--- src/rtl/fss_pkg.sv ---
// ----------------------------------------------------------------------------
// fss_pkg: shared types and constants of the field sweep sequencer
// Operation, event, register index and phase codes, divider request and
// response structs, and the fixed constants of the setpoint and duty math.
// ----------------------------------------------------------------------------
package fss_pkg;

  // operation codes of an input item
  localparam logic [1:0] OP_TICK  = 2'd0;
  localparam logic [1:0] OP_START = 2'd1;
  localparam logic [1:0] OP_ABORT = 2'd2;

  // configuration register indexes
  localparam logic [2:0] CFG_START_V   = 3'd0;
  localparam logic [2:0] CFG_STEP_V    = 3'd1;
  localparam logic [2:0] CFG_STOP_V    = 3'd2;
  localparam logic [2:0] CFG_THRESHOLD = 3'd3;
  localparam logic [2:0] CFG_NEEDED    = 3'd4;
  localparam logic [2:0] CFG_TIMEOUT   = 3'd5;
  localparam logic [2:0] CFG_CURRENT   = 3'd6;

  typedef enum logic [3:0] {
    EV_NONE     = 4'd0,
    EV_STARTED  = 4'd1,
    EV_APPLIED  = 4'd2,
    EV_WAITING  = 4'd3,
    EV_SETTLED  = 4'd4,
    EV_TIMEOUT  = 4'd5,
    EV_DATA     = 4'd6,
    EV_LAST     = 4'd7,
    EV_ABORTED  = 4'd8
  } event_t;

  typedef enum logic [1:0] {
    PH_SET  = 2'd0,
    PH_STAB = 2'd1,
    PH_MEAS = 2'd2,
    PH_RSVD = 2'd3
  } phase_t;

  typedef enum logic [2:0] {
    ST_IDLE,
    ST_EVAL,
    ST_DUTY,
    ST_DIV,
    ST_DONE
  } state_t;

  localparam logic [10:0] V_MAX = 11'd600;
  localparam logic [22:0] R_MAX = 23'd4194303;

  // resistance magnitude = (|125*(vp-vm)| + cur) / (2*cur)
  localparam int DIVIDEND_W = 23;
  localparam int DIVISOR_W  = 11;
  localparam int DIV_STEPS  = DIVIDEND_W;
  localparam int DIV_CNT_W  = $clog2(DIV_STEPS + 1);
  localparam logic [22:0] RES_SCALE = 23'd125;

  // duty = floor((setp*51 + 60) / 120), division by reciprocal multiply
  localparam logic [14:0] DUTY_MUL   = 15'd51;
  localparam logic [14:0] DUTY_BIAS  = 15'd60;
  localparam logic [15:0] DUTY_RECIP = 16'd34953;
  localparam int          DUTY_SHIFT = 22;

  typedef struct packed {
    logic                  start;
    logic [DIVIDEND_W-1:0] dividend;
    logic [DIVISOR_W-1:0]  divisor;
  } div_req_t;

  typedef struct packed {
    logic                  busy;
    logic [DIVIDEND_W-1:0] quotient;
  } div_rsp_t;

endpackage

--- src/rtl/fss_divider.sv ---
// ----------------------------------------------------------------------------
// fss_divider: radix-2 restoring divider
// One quotient bit per cycle; busy drops once all bits are done.
// ----------------------------------------------------------------------------
module fss_divider (
  input  logic              clk,
  input  logic              rst,
  input  fss_pkg::div_req_t req,
  output fss_pkg::div_rsp_t rsp
);

  logic                            busy;
  logic [fss_pkg::DIV_CNT_W-1:0]   count;
  logic [fss_pkg::DIVISOR_W-1:0]   divisor;
  logic [fss_pkg::DIVISOR_W-1:0]   rem;
  logic [fss_pkg::DIVIDEND_W-1:0]  quo;
  logic [fss_pkg::DIVISOR_W:0]     trial;
  logic [fss_pkg::DIVISOR_W:0]     diff;
  logic                            fits;

  assign trial = {rem, quo[fss_pkg::DIVIDEND_W-1]};
  assign diff  = trial - {1'b0, divisor};
  assign fits  = trial >= {1'b0, divisor};

  always_ff @(posedge clk) begin
    if (rst) begin
      busy  <= 1'b0;
      count <= '0;
    end else if (req.start) begin
      busy  <= 1'b1;
      count <= fss_pkg::DIV_CNT_W'(fss_pkg::DIV_STEPS);
    end else if (busy) begin
      count <= count - 1'b1;
      if (count == fss_pkg::DIV_CNT_W'(1)) begin
        busy <= 1'b0;
      end
    end
  end

  always_ff @(posedge clk) begin
    if (req.start) begin
      rem     <= '0;
      quo     <= req.dividend;
      divisor <= req.divisor;
    end else if (busy) begin
      rem <= fits ? diff[fss_pkg::DIVISOR_W-1:0] : trial[fss_pkg::DIVISOR_W-1:0];
      quo <= {quo[fss_pkg::DIVIDEND_W-2:0], fits};
    end
  end

  assign rsp.busy     = busy;
  assign rsp.quotient = quo;

endmodule

--- src/rtl/fss_duty.sv ---
// ----------------------------------------------------------------------------
// fss_duty: setpoint to pwm duty scaler
// Two stages: scale and bias, then reciprocal multiply for the divide by 120.
// ----------------------------------------------------------------------------
module fss_duty (
  input  logic       clk,
  input  logic       rst,
  input  logic       start,
  input  logic [9:0] setpoint,
  output logic       done,
  output logic [7:0] duty
);

  logic        stage1_vld;
  logic [14:0] scaled;
  logic [30:0] prod;

  assign prod = {16'd0, scaled} * {15'd0, fss_pkg::DUTY_RECIP};

  always_ff @(posedge clk) begin
    if (rst) begin
      stage1_vld <= 1'b0;
      done       <= 1'b0;
    end else begin
      stage1_vld <= start;
      done       <= stage1_vld;
    end
  end

  always_ff @(posedge clk) begin
    scaled <= {5'd0, setpoint} * fss_pkg::DUTY_MUL + fss_pkg::DUTY_BIAS;
    // duty holds until the next item is scaled
    if (stage1_vld) begin
      duty <= 8'(prod >> fss_pkg::DUTY_SHIFT);
    end
  end

endmodule

--- src/rtl/field_sweep_sequencer_unit.sv ---
// flow: an accepted item runs through the evaluate and duty states, data events then
//   through the serial resistance divider; the result goes to the output register
// one item at a time: in_ready returns once the result is in the output register;
//   a held result does not stop the next accept, but stalls that item in ST_DONE
// reset: synchronous active-high rst clears sweep state, restores register
//   defaults and empties the output register
// ----------------------------------------------------------------------------
// field_sweep_sequencer_unit: magnet field sweep sequencer
// Sequences set-voltage, stabilize and measure phases per tick item and
// reports one result item per input item, with delta-mode resistance.
// ----------------------------------------------------------------------------
module field_sweep_sequencer_unit (
  input  logic               clk,
  input  logic               rst,
  input  logic               in_valid,
  output logic               in_ready,
  input  logic [1:0]         operation,
  input  logic [31:0]        now_ms,
  input  logic signed [15:0] hall_sample,
  input  logic signed [15:0] plus_sample,
  input  logic signed [15:0] minus_sample,
  output logic               out_valid,
  input  logic               out_ready,
  output logic [3:0]         event_res,
  output logic [9:0]         magnet_setpoint,
  output logic [7:0]         pwm_duty,
  output logic [15:0]        point_number,
  output logic signed [15:0] field_value,
  output logic signed [22:0] resistance,
  output logic signed [15:0] plus_value,
  output logic signed [15:0] minus_value,
  output logic               running,
  input  logic               cfg_valid,
  output logic               cfg_ready,
  input  logic [2:0]         cfg_index,
  input  logic [19:0]        cfg_data
);

  // configuration registers
  logic [9:0]  reg_start_v;
  logic [9:0]  reg_step_v;
  logic [9:0]  reg_stop_v;
  logic [14:0] reg_threshold;
  logic [7:0]  reg_needed;
  logic [19:0] reg_timeout;
  logic [9:0]  reg_current;

  // sweep state
  fss_pkg::phase_t phase, phase_next;
  logic            active, active_next;
  logic [15:0]     point_index, point_next;
  logic [10:0]     present_voltage, volt_next;
  logic [15:0]     last_field, last_next;
  logic [7:0]      stable_run, run_next;
  logic [31:0]     phase_start_ms, pstart_next;

  // sequencer and working registers
  fss_pkg::state_t state, state_next;
  fss_pkg::event_t ev, ev_next;
  logic            meas, meas_next;
  logic            res_neg;
  logic            cur_zero;
  logic [9:0]      setp, setp_next;
  logic [15:0]     pnum;
  logic [1:0]      item_op;
  logic [31:0]     item_now;
  logic [15:0]     item_hall;
  logic [15:0]     item_plus;
  logic [15:0]     item_minus;

  logic eval_en;
  logic load_out;
  logic accept;

  // output register
  fss_pkg::event_t out_event;

  // datapath helpers
  logic [16:0] hall_diff, hall_abs;
  logic        abs_small;
  logic [7:0]  run_inc, run_stab;
  logic        settled, timed_out;
  logic [31:0] elapsed;
  logic [10:0] volt_step, volt_pick;
  logic [16:0] pm_diff, pm_abs;
  logic [22:0] num_abs;
  logic        is_data;
  logic [22:0] res_mag;
  logic [22:0] res_val;

  fss_pkg::div_req_t div_req;
  fss_pkg::div_rsp_t div_rsp;
  logic              duty_done;
  logic [7:0]        duty_val;

  fss_divider u_div (
    .clk (clk),
    .rst (rst),
    .req (div_req),
    .rsp (div_rsp)
  );

  fss_duty u_duty (
    .clk      (clk),
    .rst      (rst),
    .start    (eval_en),
    .setpoint (setp_next),
    .done     (duty_done),
    .duty     (duty_val)
  );

  assign cfg_ready = 1'b1;

  always_ff @(posedge clk) begin
    if (rst) begin
      reg_start_v   <= 10'd0;
      reg_step_v    <= 10'd10;
      reg_stop_v    <= 10'd600;
      reg_threshold <= 15'd8;
      reg_needed    <= 8'd5;
      reg_timeout   <= 20'd5000;
      reg_current   <= 10'd10;
    end else if (cfg_valid && cfg_ready) begin
      unique case (cfg_index)
        fss_pkg::CFG_START_V:   reg_start_v   <= cfg_data[9:0];
        fss_pkg::CFG_STEP_V:    reg_step_v    <= cfg_data[9:0];
        fss_pkg::CFG_STOP_V:    reg_stop_v    <= cfg_data[9:0];
        fss_pkg::CFG_THRESHOLD: reg_threshold <= cfg_data[14:0];
        fss_pkg::CFG_NEEDED:    reg_needed    <= cfg_data[7:0];
        fss_pkg::CFG_TIMEOUT:   reg_timeout   <= cfg_data;
        fss_pkg::CFG_CURRENT:   reg_current   <= cfg_data[9:0];
        default: ;
      endcase
    end
  end

  // stabilize phase arithmetic
  assign hall_diff = {item_hall[15], item_hall} - {last_field[15], last_field};
  assign hall_abs  = hall_diff[16] ? (~hall_diff + 17'd1) : hall_diff;
  assign abs_small = hall_abs < {2'd0, reg_threshold};
  assign run_inc   = (stable_run == 8'hFF) ? stable_run : stable_run + 8'd1;
  assign run_stab  = abs_small ? run_inc : 8'd0;
  assign settled   = run_stab >= reg_needed;
  assign elapsed   = item_now - phase_start_ms;
  assign timed_out = elapsed >= {12'd0, reg_timeout};
  assign volt_step = present_voltage + {1'b0, reg_step_v};

  always_comb begin
    active_next = active;
    phase_next  = phase;
    point_next  = point_index;
    volt_next   = present_voltage;
    last_next   = last_field;
    run_next    = stable_run;
    pstart_next = phase_start_ms;
    ev_next     = fss_pkg::EV_NONE;
    meas_next   = 1'b0;
    if (item_op == fss_pkg::OP_START) begin
      if (!active) begin
        active_next = 1'b1;
        point_next  = 16'd1;
        volt_next   = {1'b0, reg_start_v};
        last_next   = item_hall;
        run_next    = 8'd0;
        pstart_next = item_now;
        phase_next  = fss_pkg::PH_SET;
        ev_next     = fss_pkg::EV_STARTED;
      end
    end else if (item_op == fss_pkg::OP_ABORT) begin
      active_next = 1'b0;
      ev_next     = fss_pkg::EV_ABORTED;
    end else if (active) begin
      case (phase)
        fss_pkg::PH_STAB: begin
          last_next = item_hall;
          run_next  = run_stab;
          if (settled || timed_out) begin
            ev_next     = settled ? fss_pkg::EV_SETTLED : fss_pkg::EV_TIMEOUT;
            phase_next  = fss_pkg::PH_MEAS;
            pstart_next = item_now;
          end else begin
            ev_next = fss_pkg::EV_WAITING;
          end
        end
        fss_pkg::PH_MEAS: begin
          meas_next  = 1'b1;
          ev_next    = fss_pkg::EV_DATA;
          volt_next  = volt_step;
          point_next = point_index + 16'd1;
          if (volt_step > {1'b0, reg_stop_v}) begin
            active_next = 1'b0;
            ev_next     = fss_pkg::EV_LAST;
          end else begin
            phase_next  = fss_pkg::PH_SET;
            pstart_next = item_now;
          end
        end
        default: begin
          // set-voltage phase, reserved code behaves the same
          last_next   = item_hall;
          run_next    = 8'd0;
          pstart_next = item_now;
          phase_next  = fss_pkg::PH_STAB;
          ev_next     = fss_pkg::EV_APPLIED;
        end
      endcase
    end
  end

  // data events report the voltage of the point, before stepping
  assign volt_pick = meas_next ? present_voltage : volt_next;
  always_comb begin
    if (ev_next == fss_pkg::EV_NONE || ev_next == fss_pkg::EV_ABORTED) begin
      setp_next = 10'd0;
    end else if (volt_pick > fss_pkg::V_MAX) begin
      setp_next = fss_pkg::V_MAX[9:0];
    end else begin
      setp_next = volt_pick[9:0];
    end
  end

  // resistance dividend, rounded half away from zero on the magnitude
  assign pm_diff = {item_plus[15], item_plus} - {item_minus[15], item_minus};
  assign pm_abs  = pm_diff[16] ? (~pm_diff + 17'd1) : pm_diff;
  assign num_abs = {6'd0, pm_abs} * fss_pkg::RES_SCALE;

  assign div_req.start    = eval_en && meas_next;
  assign div_req.dividend = num_abs + {13'd0, reg_current};
  assign div_req.divisor  = {reg_current, 1'b0};

  always_comb begin
    state_next = state;
    unique case (state)
      fss_pkg::ST_IDLE: if (in_valid) state_next = fss_pkg::ST_EVAL;
      fss_pkg::ST_EVAL: state_next = fss_pkg::ST_DUTY;
      fss_pkg::ST_DUTY: begin
        if (duty_done) state_next = meas ? fss_pkg::ST_DIV : fss_pkg::ST_DONE;
      end
      fss_pkg::ST_DIV:  if (!div_rsp.busy) state_next = fss_pkg::ST_DONE;
      fss_pkg::ST_DONE: if (!out_valid || out_ready) state_next = fss_pkg::ST_IDLE;
      default: state_next = fss_pkg::ST_IDLE;
    endcase
  end

  always_comb begin
    in_ready = (state == fss_pkg::ST_IDLE);
    eval_en  = (state == fss_pkg::ST_EVAL);
    load_out = (state == fss_pkg::ST_DONE) && (!out_valid || out_ready);
  end

  assign accept = in_valid && in_ready;

  always_ff @(posedge clk) begin
    if (rst) begin
      state           <= fss_pkg::ST_IDLE;
      phase           <= fss_pkg::PH_SET;
      active          <= 1'b0;
      point_index     <= 16'd0;
      present_voltage <= 11'd0;
      last_field      <= 16'd0;
      stable_run      <= 8'd0;
      phase_start_ms  <= 32'd0;
      ev              <= fss_pkg::EV_NONE;
      meas            <= 1'b0;
      out_valid       <= 1'b0;
      out_event       <= fss_pkg::EV_NONE;
      running         <= 1'b0;
    end else begin
      state <= state_next;
      if (eval_en) begin
        phase           <= phase_next;
        active          <= active_next;
        point_index     <= point_next;
        present_voltage <= volt_next;
        last_field      <= last_next;
        stable_run      <= run_next;
        phase_start_ms  <= pstart_next;
        ev              <= ev_next;
        meas            <= meas_next;
      end
      if (load_out) begin
        out_valid <= 1'b1;
        out_event <= ev;
        running   <= active;
      end else if (out_ready) begin
        out_valid <= 1'b0;
      end
    end
  end

  always_ff @(posedge clk) begin
    if (accept) begin
      item_op    <= operation;
      item_now   <= now_ms;
      item_hall  <= hall_sample;
      item_plus  <= plus_sample;
      item_minus <= minus_sample;
    end
    if (eval_en) begin
      setp     <= setp_next;
      pnum     <= point_index;
      res_neg  <= pm_diff[16];
      cur_zero <= (reg_current == 10'd0);
    end
  end

  assign is_data = (ev == fss_pkg::EV_DATA) || (ev == fss_pkg::EV_LAST);
  assign res_mag = (div_rsp.quotient > fss_pkg::R_MAX) ? fss_pkg::R_MAX : div_rsp.quotient;

  always_comb begin
    if (!is_data || cur_zero) begin
      res_val = 23'd0;
    end else if (res_neg) begin
      res_val = ~res_mag + 23'd1;
    end else begin
      res_val = res_mag;
    end
  end

  always_ff @(posedge clk) begin
    if (load_out) begin
      magnet_setpoint <= setp;
      pwm_duty        <= duty_val;
      point_number    <= is_data ? pnum : 16'd0;
      field_value     <= is_data ? item_hall : 16'sd0;
      resistance      <= res_val;
      plus_value      <= is_data ? item_plus : 16'sd0;
      minus_value     <= is_data ? item_minus : 16'sd0;
    end
  end

  assign event_res = out_event;

  a_fields_zero: assert property (@(posedge clk) disable iff (rst)
    out_valid && event_res != fss_pkg::EV_DATA && event_res != fss_pkg::EV_LAST
      |-> point_number == 16'd0 && resistance == 23'sd0)
    else $error("non-data result carries data fields");

  a_abort_idle: assert property (@(posedge clk) disable iff (rst)
    out_valid && (event_res == fss_pkg::EV_ABORTED || event_res == fss_pkg::EV_LAST)
      |-> !running)
    else $error("sweep still running after abort or last point");

  a_setpoint_range: assert property (@(posedge clk) disable iff (rst)
    out_valid |-> magnet_setpoint <= fss_pkg::V_MAX[9:0])
    else $error("setpoint above clamp");

  a_div_idle: assert property (@(posedge clk) disable iff (rst)
    state == fss_pkg::ST_IDLE |-> !div_rsp.busy)
    else $error("divider busy while sequencer idle");

  a_result_hold: assert property (@(posedge clk) disable iff (rst)
    out_valid && !out_ready |=> out_valid && $stable(event_res))
    else $error("pending result item changed");

endmodule
--- config.mk ---
export PLATFORM = sky130hd
export DESIGN_NAME = field_sweep_sequencer_unit
export DESIGN_NICKNAME = d
export VERILOG_FILES = /design/src/rtl/fss_pkg.sv /design/src/rtl/fss_divider.sv /design/src/rtl/fss_duty.sv /design/src/rtl/field_sweep_sequencer_unit.sv
export SDC_FILE = /design/constraint.sdc
export NUM_CORES = 1
export LEC_CHECK = 0
export BUFFER_PORTS_ARGS = -buffer_cell sky130_fd_sc_hd__buf_2
export CORE_ASPECT_RATIO = 1.25
export CORE_MARGIN = 4
export CORE_UTILIZATION = 50
export DETAILED_ROUTE_END_ITERATION = 12
export GPL_ROUTABILITY_DRIVEN = 0
export HOLD_SLACK_MARGIN = 0.08
export PLACE_DENSITY = 0.78
export SLEW_MARGIN = 20
export SYNTH_ARGS = -nofsm -noshare
export SYNTH_HDL_FRONTEND = slang
export SYNTH_SLANG_ARGS = --single-unit
--- constraint.sdc ---
create_clock -name clk -period 7.85 [get_ports clk]
set_clock_uncertainty 0.15 [all_clocks]
set_input_delay 0 -clock clk [delete_from_list [all_inputs] [get_ports clk]]
set_output_delay 0 -clock clk [all_outputs]
set_load 0.1 [all_outputs]
# Word level (Yosys, flattened, before mapping)
# Index checks and enable logic that the tools add are counted.
# totals
reg_bits	473
input_bits	110
output_inout_bits	113
elab_cells	206
# classes
add_sub_neg	13
n_mul	3
order_cmp	7
n_eq_ne	28
n_mux	76
n_bitwise	3
n_reduce_logical	30
# op_table
operator	count
$mux 32	6
$mux 16	10
$mux 23	4
$mux 11	7
$pmux 32 s2	1
$mux 8	6
$add 17x1->17 const B	2
$mux 17	2
$not 17->17	2
$sub 16x16->17	2
$ge 32x20->1	1
$sub 32x32->32	1
$mul 15x16->30 const B	1
$add 23x1->23 const B	1
$add 23x10->23	1
$gt 23x22->1 const B	1
$mul 17x7->23 const B	1
$not 23->23	1
$mux 10	2
$mux 3	6
$lt 17x15->1	1
$mux 1	17
$add 16x1->16 const B	1
$pmux 8 s2	1
40 further kinds	82

# Longest topological paths before layout
# logic_depth
depth_word	18
mapped_depth	38
depth_no_buf	34

# Cells and area by module
# From an unflattened synthesis, not the netlist that was laid out.
# hier_totals
hier_cells	3176
hier_area_um2	31184.9
# by_module_without_submodules
mod	instances	cells_per_inst	area_each_um2	seq_area_each_um2
field_sweep_sequencer_unit	1	2568	24679.9	10119.7
fss_duty	1	376	3827.4	580.6
fss_divider	1	232	2677.6	1361.3

# Least setup slack after synthesis
# OpenSTA, ideal clock, no wires.
# synth_timing
kind	register to register
startpoint	reg item_plus[0]
endpoint	reg u_div.quo[21] (netlist name), data pin
setup_time_ns	0.268
arrival_time_ns	7.263
t_required_ns	7.432
setup_slack_ns	0.169
stages_incl_launch_ff	32
n_path_buf	1
synth_period_minus_slack_ns	7.681
cell_sequence	edfxtp_1 > inv_1 > ha_1 > inv_1 > fa_1 > a21o_1 > a21oi_1 > o211ai_1 > a221oi_1 > a211o_1 > o21ai_0 > a21o_1 > a2111oi_0 > a21oi_1 > clkbuf_1 > nor2_1 > xnor2_1 > fa_1 > inv_1 > fa_1 > fa_1 > fa_1 > ha_1 > a21o_1 > a21o_1 > a31o_2 > a41oi_1 > o21bai_1 > a21oi_1 > o21ai_0 > nand4b_1 > o211ai_1
# synth_between
elab_chain_cells	7
# synth_rtl
item	line	source
start: declaration	field_sweep_sequencer_unit.sv:68	logic [15:0] item_plus;
start signal: assignment	field_sweep_sequencer_unit.sv:296	item_plus <= plus_sample;
$sub 16x16->17 (*)	field_sweep_sequencer_unit.sv:223	assign pm_diff = {item_plus[15], item_plus} - {item_minus[15], item_minus};
$not 17->17	field_sweep_sequencer_unit.sv:224	assign pm_abs = pm_diff[16] ? (~pm_diff + 17'd1) : pm_diff;
$add 17x1->17	field_sweep_sequencer_unit.sv:224	
$mux 17 (*)	field_sweep_sequencer_unit.sv:224	
$mul 17x7->23 (*)	field_sweep_sequencer_unit.sv:225	assign num_abs = {6'd0, pm_abs} * fss_pkg::RES_SCALE;
$add 23x10->23 (*)	field_sweep_sequencer_unit.sv:228	assign div_req.dividend = num_abs + {13'd0, reg_current};
$mux 23 (*)	fss_divider.sv:41	if (req.start) begin
end signal: assignment	fss_divider.sv:43	quo <= req.dividend;
end signal: assignment	fss_divider.sv:47	quo <= {quo[fss_pkg::DIVIDEND_W-2:0], fits};
end: declaration	fss_divider.sv:16	logic [fss_pkg::DIVIDEND_W-1:0] quo;
# Every way passes the cells marked *; elsewhere a longest branch is shown, timed or not.
# A chain may end at the register's enable or synchronous reset.

# Worst setup path in the final report
# layout_timing
startpoint	reg item_plus[0]
endpoint	reg u_div.quo[17] (netlist name), data pin
# Same word-level chain as after synthesis.

==> flow_summary_export.csv <==
group,metric,value,unit
outcome,outcome,"completed",
floorplanning,dieArea,0.0644,mm²
detailed_routing,detail_route.wl_per_cell,17.1,µm
yosys,yosysSeqAreaShare,39.8,%
yosys,synth_area_leaders,"edfxtp_1 (25%), dfxtp_1 (14%), ha_1 (14%)",
detailed_routing,ant_nets,0,
min_path,min_from,"cfg_data[11]",
global_route,gr-total-overflow,0,
placed_design,place_ws,-0.0761,ns
critical_path,critPathSlowestCell,"fa_1",
yosys,async_flop_share,0,%
placed_design,portBuffers,221,
critical_path,r2r_slack,0.33,ns
yosys,yosys_register_bits,473,
floorplanning,rows,100,
detailed_routing,routed_wirelength,74600,µm
critical_path,criticalPathCategory,"register to register",
cts,cts_buffers,48,
critical_path,crit_top_cell,"fa_1",
yosys,synth.net_count,3668,
yosys,synth_cells,3117,
min_path,hp-class,"primary input to register",
sta,fin_ws,0.326,ns
yosys,synth.distinct_cells,91,
detailed_routing,vias_per_cell,5.49,
yosys,yosysTopAreaCellShare,25.4,%
sta,rsz0062_at_grt,"false",
critical_path,crit_arrival,7.69,ns
detailed_routing,vias,24000,
global_route,grt_usage,22.7,%
floorplanning,initial_core_util,50.6,%
yosys,synth.avg_cell_area,9.69,µm²
floorplanning,die_x,228,µm
cts,cts_tree,"yes",
cts,cts_root_buf,"clkbuf_16",
sta,relSlewSlack,26.4,%
critical_path,critPathLaunch,"item_plus[0]$_DFFE_PP_",
cts,cts_htree_levels,2,
sta,period_minus_slack,7.52,ns
sta,fin_crit_sh,95.8,%
critical_path,start_kind,"register",
cts,cts.sinks,473,
sta,fmax,133,MHz
detailed_routing,drt_iter0_drc,1257,
global_route,antenna_found_initial,3,
sta,setup_viol,0,
floorplanning,core_area,0.0597,mm²
yosys,ys.flop_type,"edfxtp_1",
yosys,synth_area,0.0302,mm²
yosys,yosysTopAreaCell,"edfxtp_1",
sta,final_max_slew_viol_count,0,
cells_and_area,nets,4119,
critical_path,timing.rr.start,"item_plus[0]$_DFFE_PP_",
critical_path,slowest_delay,0.56,ns
critical_path,cp_max_fo,7,
global_route,grt_pass1_vias,24400,
yosys,yosys_warnings,0,
placed_design,dp_hpwl,52000,µm
yosys,synth_edf_count,256,
critical_path,end_kind,"register",
cells_and_area,n_fill_cell,4795,
global_route,grt_pass1_wl,121000,µm
floorplanning,ios,223,
floorplanning,die_h,283,µm
detailed_routing,drc,0,
sta,finalHoldViolCount,0,
critical_path,worstPathRequired,8.02,ns
cells_and_area,drive_gt1_share,12.1,%
sta,tightest_slew,1.10,ns
run,cap_violations,0,
detailed_routing,dr.pass1.iters,7,
cells_and_area,area_delta_synth_final,20.4,%
cts,clock_latency,0.60,ns
global_route,grt_max_degree,93,
cts,clkTransAtPathRegs,0.07,ns
cts,cts.path.max_buffers,3,
[cell families (layout without fill, tap and decap cells)]
family          count (synthesis)  after routing  share of synthesized area (%)
simple gates                  917            917                           14.4
compound gates                639            639                           13.1
flops                         473            473                           39.8
buf+inv                       447            937                           5.82
fa+ha+maj                     441            441                           20.9
xor+xnor                      174            174                           5.07
mux                            25             25                          0.841
other cells                     1              3                         0.0124
[through the flow]
step                cell area, µm²  std cells  util [%]  hold slack (ns)  TNS, ns
floorplan                    30200       3117         -          -0.0511        0
global route                 36400       4373      61.0            0.138        0
detailed placement           32300       4060      54.1           0.0281   -0.231
CTS                          36200       4370      60.6           0.0801        0
global placement             32300       4060      54.1           0.0259        0
finish                       36400       4374      61.0            0.130        0
[flip-flops by register name, indices dropped and copies added, names as in the netlist, 11 cells and up]
| name | cells |
|---|---|
| reg_threshold | 15 |
| pnum | 16 |
| point_index | 16 |
| u_div.quo | 23 |
| u_duty.scaled | 15 |
| item_plus | 16 |
| u_div.rem | 11 |
| present_voltage | 11 |
| last_field | 16 |
| phase_start_ms | 32 |
| point_number | 16 |
| reg_timeout | 20 |
| resistance | 23 |
| field_value | 16 |
| item_now | 32 |
| plus_value | 16 |
| item_minus | 16 |
| item_hall | 16 |
| minus_value | 16 |
[synth_stat cells, drive strengths merged (8+ instances only)]
cell / instances
nor3: 65
o22a: 9
nand3b: 15
o31ai: 9
inv: 348
a211oi: 23
nand3: 80
a21boi: 8
fa: 107
a21o: 33
o211ai: 17
xnor2: 98
nor2: 210
dfxtp: 217
or4: 10
o21a: 19
a211o: 8
nand2b: 29
nor2b: 26
xor2: 76
o21ai: 136
or2: 9
and3: 16
or3: 20
a21oi: 272
nand2: 337
o21bai: 17
nand4: 18
clkbuf: 76
ha: 334
and2: 50
buf: 20
a31oi: 17
mux2i: 22
edfxtp: 256
nor4: 11
[worst paths after layout]
kind / cells past startpoint / to
setup reg to reg: 31 / u_div.quo[17]$_DFFE_PP_
setup / recovery: 31 / u_div.quo[17]$_DFFE_PP_
hold reg to reg: 0 / pwm_duty[2]$_DFFE_PP_
hold / removal: 4 / reg_threshold[11]$_SDFFE_PP0P_
[layout make-up]
type | instances | area [µm²] | share of cell area [%]
Inverter | 351 | 1320 | 3.63
Clock buffer | 57 | 1270 | 3.48
Antenna cell | 2 | 5.00 | 0.0138
Clock inverter | 32 | 439 | 1.21
Timing Repair Buffer | 497 | 3750 | 10.3
Tap cell | 765 | 957 | 2.63
Multi-Input combinational cell | 2197 | 16600 | 45.7
Sequential cell | 473 | 12000 | 33.1
[routing by layer]
layer,global-route usage (%),vias to the layer above,routed length [µm]
li1,-,11700,-
met1,26.0,11500,29300
met2,42.8,607,38900
met3,3.07,214,3180
met4,9.25,2,3260
met5,0,-,11
[cell usage in the layout (no fill, tap or decap), types with 54 or more instances in the layout]
master / instances
fa_1: 107
a21oi_1: 259
dlygate4sd3_1: 221
edfxtp_1: 256
inv_1: 347
o21ai_0: 127
nor2_1: 207
xor2_1: 72
dfxtp_1: 217
nor3_1: 62
buf_2: 220
buf_4: 54
xnor2_1: 90
nand2_1: 337
nand3_1: 72
ha_1: 334
[critical path, delay by kind of cell, from the launching register on]
kind                       cells  cell delay, ns
AOI/OAI and AO/OA             16            2.84
xor gates and xnor gates       1            0.13
DFF                            1            0.35
buffers and inverters          6            0.56
muxes                          1            0.31
adders and majority gates      7            2.94
[repair_timing]
action                                 in CTS  in global routing
hold buffers                              221                  0
endpoints found under the hold margin     246                  0
setup buffers                               0                  2
resized for setup                           3                 32
setup endpoints to repair                   4                 39
pin swaps                                   0                  6
Power is not shown: default switching activity piles up to over one toggle a cycle in this logic, so the estimate is an artifact.
